File: src/hw/rtl/kffpa_pkg.sv
// Package of the keyed first-fit page allocator: page entry and fit result types,
// register indexes, sequencer states and the per-type byte cost table.
// Has no dependencies; every other file of the block imports it.
package kffpa_pkg;

	localparam int TYPE_W = 3;
	localparam int BLEND_W = 3;
	localparam int COUNT_W = 24;
	localparam int COST_W = 11;
	localparam int NEED_W = COUNT_W + COST_W;
	localparam int BYTES_W = 40;
	localparam int INDEX_OUT_W = 6;
	localparam int CFG_INDEX_W = 8;

	localparam logic [CFG_INDEX_W-1:0] CFG_PAGE_CAPACITY = 8'd0;
	localparam logic [CFG_INDEX_W-1:0] CFG_MATCH_BLEND = 8'd1;
	localparam logic [BYTES_W-1:0] CAPACITY_RESET = 40'd4194304;

	localparam logic [TYPE_W-1:0] PRIM_HEX = 3'd0;
	localparam logic [TYPE_W-1:0] PRIM_TET = 3'd1;
	localparam logic [TYPE_W-1:0] PRIM_QUAD = 3'd2;
	localparam logic [TYPE_W-1:0] PRIM_TRI = 3'd3;
	localparam logic [TYPE_W-1:0] PRIM_LINE = 3'd4;
	localparam logic [TYPE_W-1:0] PRIM_POLYLINE = 3'd5;

	typedef struct packed {
		logic [TYPE_W-1:0] prim_type;
		logic [BLEND_W-1:0] blend_mode;
		logic [BYTES_W-1:0] used;
		logic [BYTES_W-1:0] limit;
	} entry_t;

	typedef struct packed {
		logic hit;
		logic [BYTES_W-1:0] sum;
	} fit_t;

	typedef enum logic [1:0] {
		ST_IDLE,
		ST_MUL,
		ST_SCAN,
		ST_WRITE
	} state_t;

	function automatic logic [COST_W-1:0] cost_of(input logic [TYPE_W-1:0] prim);
		logic [COST_W-1:0] cost;
		unique case (prim)
			PRIM_HEX: cost = 11'd1008;
			PRIM_TET: cost = 11'd480;
			PRIM_QUAD: cost = 11'd168;
			PRIM_TRI: cost = 11'd120;
			PRIM_LINE: cost = 11'd168;
			PRIM_POLYLINE: cost = 11'd1512;
			default: cost = '0;
		endcase
		return cost;
	endfunction

endpackage

File: src/hw/rtl/kffpa_fit_unit.sv
// Shared fit unit: checks one stored page against the request key and byte need,
// and forms the saturated used count. Depends on kffpa_pkg.
module kffpa_fit_unit (
	input kffpa_pkg::entry_t entry,
	input logic [kffpa_pkg::TYPE_W-1:0] prim_type,
	input logic [kffpa_pkg::BLEND_W-1:0] blend_mode,
	input logic match_blend,
	input logic [kffpa_pkg::NEED_W-1:0] need,
	output kffpa_pkg::fit_t result
);
	import kffpa_pkg::*;

	logic [BYTES_W:0] sum_wide;
	logic key_ok;

	always_comb begin
		sum_wide = {1'b0, entry.used} + (BYTES_W + 1)'(need);
		key_ok = (entry.prim_type == prim_type)
			&& (!match_blend || (entry.blend_mode == blend_mode));
		result.hit = key_ok && (sum_wide <= {1'b0, entry.limit});
		result.sum = sum_wide[BYTES_W] ? {BYTES_W{1'b1}} : sum_wide[BYTES_W-1:0];
	end

endmodule

File: config.mk
export PLATFORM = sky130hd
export DESIGN_NAME = kffpa_fit_unit
export DESIGN_NICKNAME = d
export VERILOG_FILES = /design/src/hw/rtl/kffpa_pkg.sv /design/src/hw/rtl/kffpa_fit_unit.sv
export SDC_FILE = /design/constraint.sdc
export NUM_CORES = 1
export LEC_CHECK = 0
export BUFFER_PORTS_ARGS = -buffer_cell sky130_fd_sc_hd__buf_2
export CAP_MARGIN = 20
export CORE_UTILIZATION = 50
export DETAILED_ROUTE_END_ITERATION = 12
export PLACE_DENSITY = 0.85
export SLEW_MARGIN = 25
export SYNTH_ARGS = -nofsm -noshare
export SYNTH_HDL_FRONTEND = slang
export SYNTH_SLANG_ARGS = --single-unit
export TNS_END_PERCENT = 5
File: constraint.sdc
create_clock -name vclk -period 4.6
set_input_delay 0.23 -clock vclk [all_inputs]
set_output_delay 0.23 -clock vclk [all_outputs]
set_load 0.01 [all_outputs]
==> results.md <==
• **floorplan row count** 30
• **post-synthesis share of cell area spent on full adders, half adders and majority gates** 0.268
• **area growth from synthesis to final layout** 25.2%
• **max capacitance violation total** 0
• **count of mapped cells out of synthesis** 512
• **starting utilization of the core area** 0.523
• **x dimension of the die** 86.6 µm
• **number of antenna violations at the first check in global routing** 0
• **sequential cell count** 0
• **number of distinct library cells after synthesis** 52
• **Peak Freq** 228 MHz
• **simple-gate portion of the synthesized area** 0.211
• **drt pass-1 iters** 5
• **most area-hungry cell type in the Yosys netlist** sky130_fd_sc_hd__ha_1
• **Final setup violation count** 0
• **type of the tightest min-delay check** in -> out
• **Detailed Route Iter0 Violations** 264
• **clkbuf count** 0
• **most numerous cell types in the synthesized netlist** sky130_fd_sc_hd__ha_1, sky130_fd_sc_hd__inv_1, sky130_fd_sc_hd__a21oi_1, sky130_fd_sc_hd__nand2_1, sky130_fd_sc_hd__nor2_1
• **setup repair after global routing missed its margin** false
• **Die Outline Area** 0.00749 mm²
• **post-synth top area share** 0.263
• **status** finished clean
• **global-route wire length before repair** 18700 µm
• **Largest stage delay, worst path** 0.47 ns
• **final-layout setup total negative slack** 0 ns
• **arrival time at the worst endpoint** 4.16 ns
• **Final Hold Viols** 0
• **post-placement worst setup slack** 0.248 ns
• **global routing usage summed across all routing layers** 0.301
• **worst vdd rail ir drop** 0.0827 mV
• **list of cells traversed by the critical path** buf_2 > ha_1 > and3_1 > a2111o_1 > a211oi_4 > o21a_1 > o21ai_2 > o21bai_4 > nor4_1 > or3_2 > ha_1 > a21o_1 > a21o_1 > nor2_1 > nand3_1 > a21oi_1 > o221ai_1 > a21boi_0 > buf_2
• **Final Critical Period** 4.39 ns
• **wire per inst** 15.3 µm
• **IO buf count** 169
• **Setup crit end kind** output port
• **net count reported at finish** 870
• **leakage dissipation** 2.53 nW
• **FF+latch area** 0 µm²
• **total DRC errors in the routed layout** 0
• **Period Utilization, post-route** 0.954
• **dominant combinational cell family by area after synthesis** compound AO/OA/AOI/OAI gates
• **die span in y** 86.6 µm
• **vias** 4503
• **ratio of cells with drive above 1 in the final layout** 0.270
• **number of hold buffers added after cts** 0
• **via density per instance** 5.93
• **num ports** 169
• **category of the critical setup timing path** in -> out
• **Crit-path slowest cell** sky130_fd_sc_hd__a2111o_1
• **sequential area share after synthesis** 0
• **DP Wirelength** 9920 µm
• **count of cells resized by post-cts repair** 0
• **Fill cells** 658
• **Yosys warnings** 0
• **number of global-route vias before repair** 4259
• **PwrDens** 175 mW/mm²
• **relative slew slack** 0.456
• **kind of start point of the critical path** primary input
• **max-slew violations** 0
• **maximum number of pins on one net before global-route repair** 25
• **final standard cell count with taps included and fillers excluded** 760
• **setup slack after layout** 0.209 ns
• **total detailed-routing wirelength** 11600 µm
• **number of cells after detailed placement** 760
• **total standard cell area after synthesis** 0.00357 mm²
• **Synth area leaders** sky130_fd_sc_hd__ha_1, sky130_fd_sc_hd__a21oi_1, sky130_fd_sc_hd__xnor2_1
• **post-synthesis average cell area** 6.98 µm²
• **most repeated cell in the gate-level netlist after synthesis** sky130_fd_sc_hd__ha_1
• **share of cell area taken by muxes after synthesis** 0.00630
• **GRT overflow** 0
• **diodes inserted** 0
• **placeable core region** 0.00683 mm²
• **Synth Area in XOR/XNOR** 0.0956
• **required time of the critical path** 4.37 ns
• **Mapped Nets** 716
• **Placer Congestion** 0.983
• **Post CTS Setup Buffer Count** 0
• **worst-margin pin slew** 0.816 ns
• **post-synthesis compound-gate area fraction** 0.341
• **Max Fanout on Critical Path** 5
• **number of nets with antenna violations after routing** 0
-- area by class of cell --
cell class,instances,area [µm²],share of cell area
multi-input cells,440,3290,0.736
repair buffers,171,861,0.192
inverters,53,199,0.0445
well taps,96,120,0.0268
-- path summary, 6_finish.rpt --
check	start	end	slack [ns]	cells after the start
max	entry[42]	result[40]	0.21	19
min	entry[76]	result[36]	0.85	3
-- placed cells by master, fill, tap and decap left out, types with 4 or more instances in the layout --
cell type                  netlist  routed
sky130_fd_sc_hd__buf_2           2     169
sky130_fd_sc_hd__ha_1           75      75
sky130_fd_sc_hd__inv_1          53      53
sky130_fd_sc_hd__a21oi_1        45      45
sky130_fd_sc_hd__nand2_1        36      36
sky130_fd_sc_hd__nor2_1         31      31
sky130_fd_sc_hd__a21o_1         27      27
sky130_fd_sc_hd__o21ai_0        27      26
sky130_fd_sc_hd__xnor2_1        24      24
sky130_fd_sc_hd__nand4_1        21      21
sky130_fd_sc_hd__nand2b_1       18      18
sky130_fd_sc_hd__a41o_1         17      17
sky130_fd_sc_hd__xor2_1         15      15
sky130_fd_sc_hd__nand3_1        12      12
sky130_fd_sc_hd__o21a_1         11      11
sky130_fd_sc_hd__o21bai_1       10      10
sky130_fd_sc_hd__a211oi_1        7       7
sky130_fd_sc_hd__and3_1          7       7
sky130_fd_sc_hd__nor2b_1         5       5
sky130_fd_sc_hd__a31oi_1         5       5
sky130_fd_sc_hd__nor3_1          4       4
-- kinds of logic (layout without fill, tap and decap cells) --
logic type,count (synthesis),after routing
AO/OA/AOI/OAI,175,175
AND/OR/NAND/NOR,148,148
adder cells (fa/ha/maj),76,76
buffers and inverters,72,224
XOR/XNOR,39,39
multiplexers,2,2
-- worst max-delay path, delay by kind of cell --
kind | cells | cell delay [ns]
compound gates | 10 | 2.18
fa+ha+maj | 2 | 0.55
buf+inv | 2 | 0.28
simple gates | 5 | 0.91
-- where the power goes --
part           leakage [nW]  total, mW  internal (mW)  switching [mW]
combinational          2.53      0.785          0.351           0.434
sequential                0          0              0               0
clock                     0          0              0               0
-- metrics by stage --
step | hold WS, ns | power (mW) | area, µm² | utilization
final | 0.853 | 0.785 | 4470 | 0.655
after detailed placement | 0.855 | 0.770 | 4470 | 0.655
after global placement | 0.839 | 0.758 | 4470 | 0.655
after global routing | 0.887 | 0.867 | 4470 | 0.655
after floorplan | 0.612 | 0.525 | 3570 | -
after CTS | 0.856 | 0.776 | 4470 | 0.655
-- layer usage --
metal / wire length (µm) / part of all wire / global-route usage / vias up
met3: 912 / 0.079 / 0.0286 / 32
met1: 4910 / 0.42 / 0.383 / 2020
met4: 288 / 0.025 / 0.0894 / 0
met5: 0 / 0 / 0 / -
li1: - / - / - / 2206
met2: 5490 / 0.47 / 0.537 / 245
Note: power is estimated with default switching activity, not from simulation.
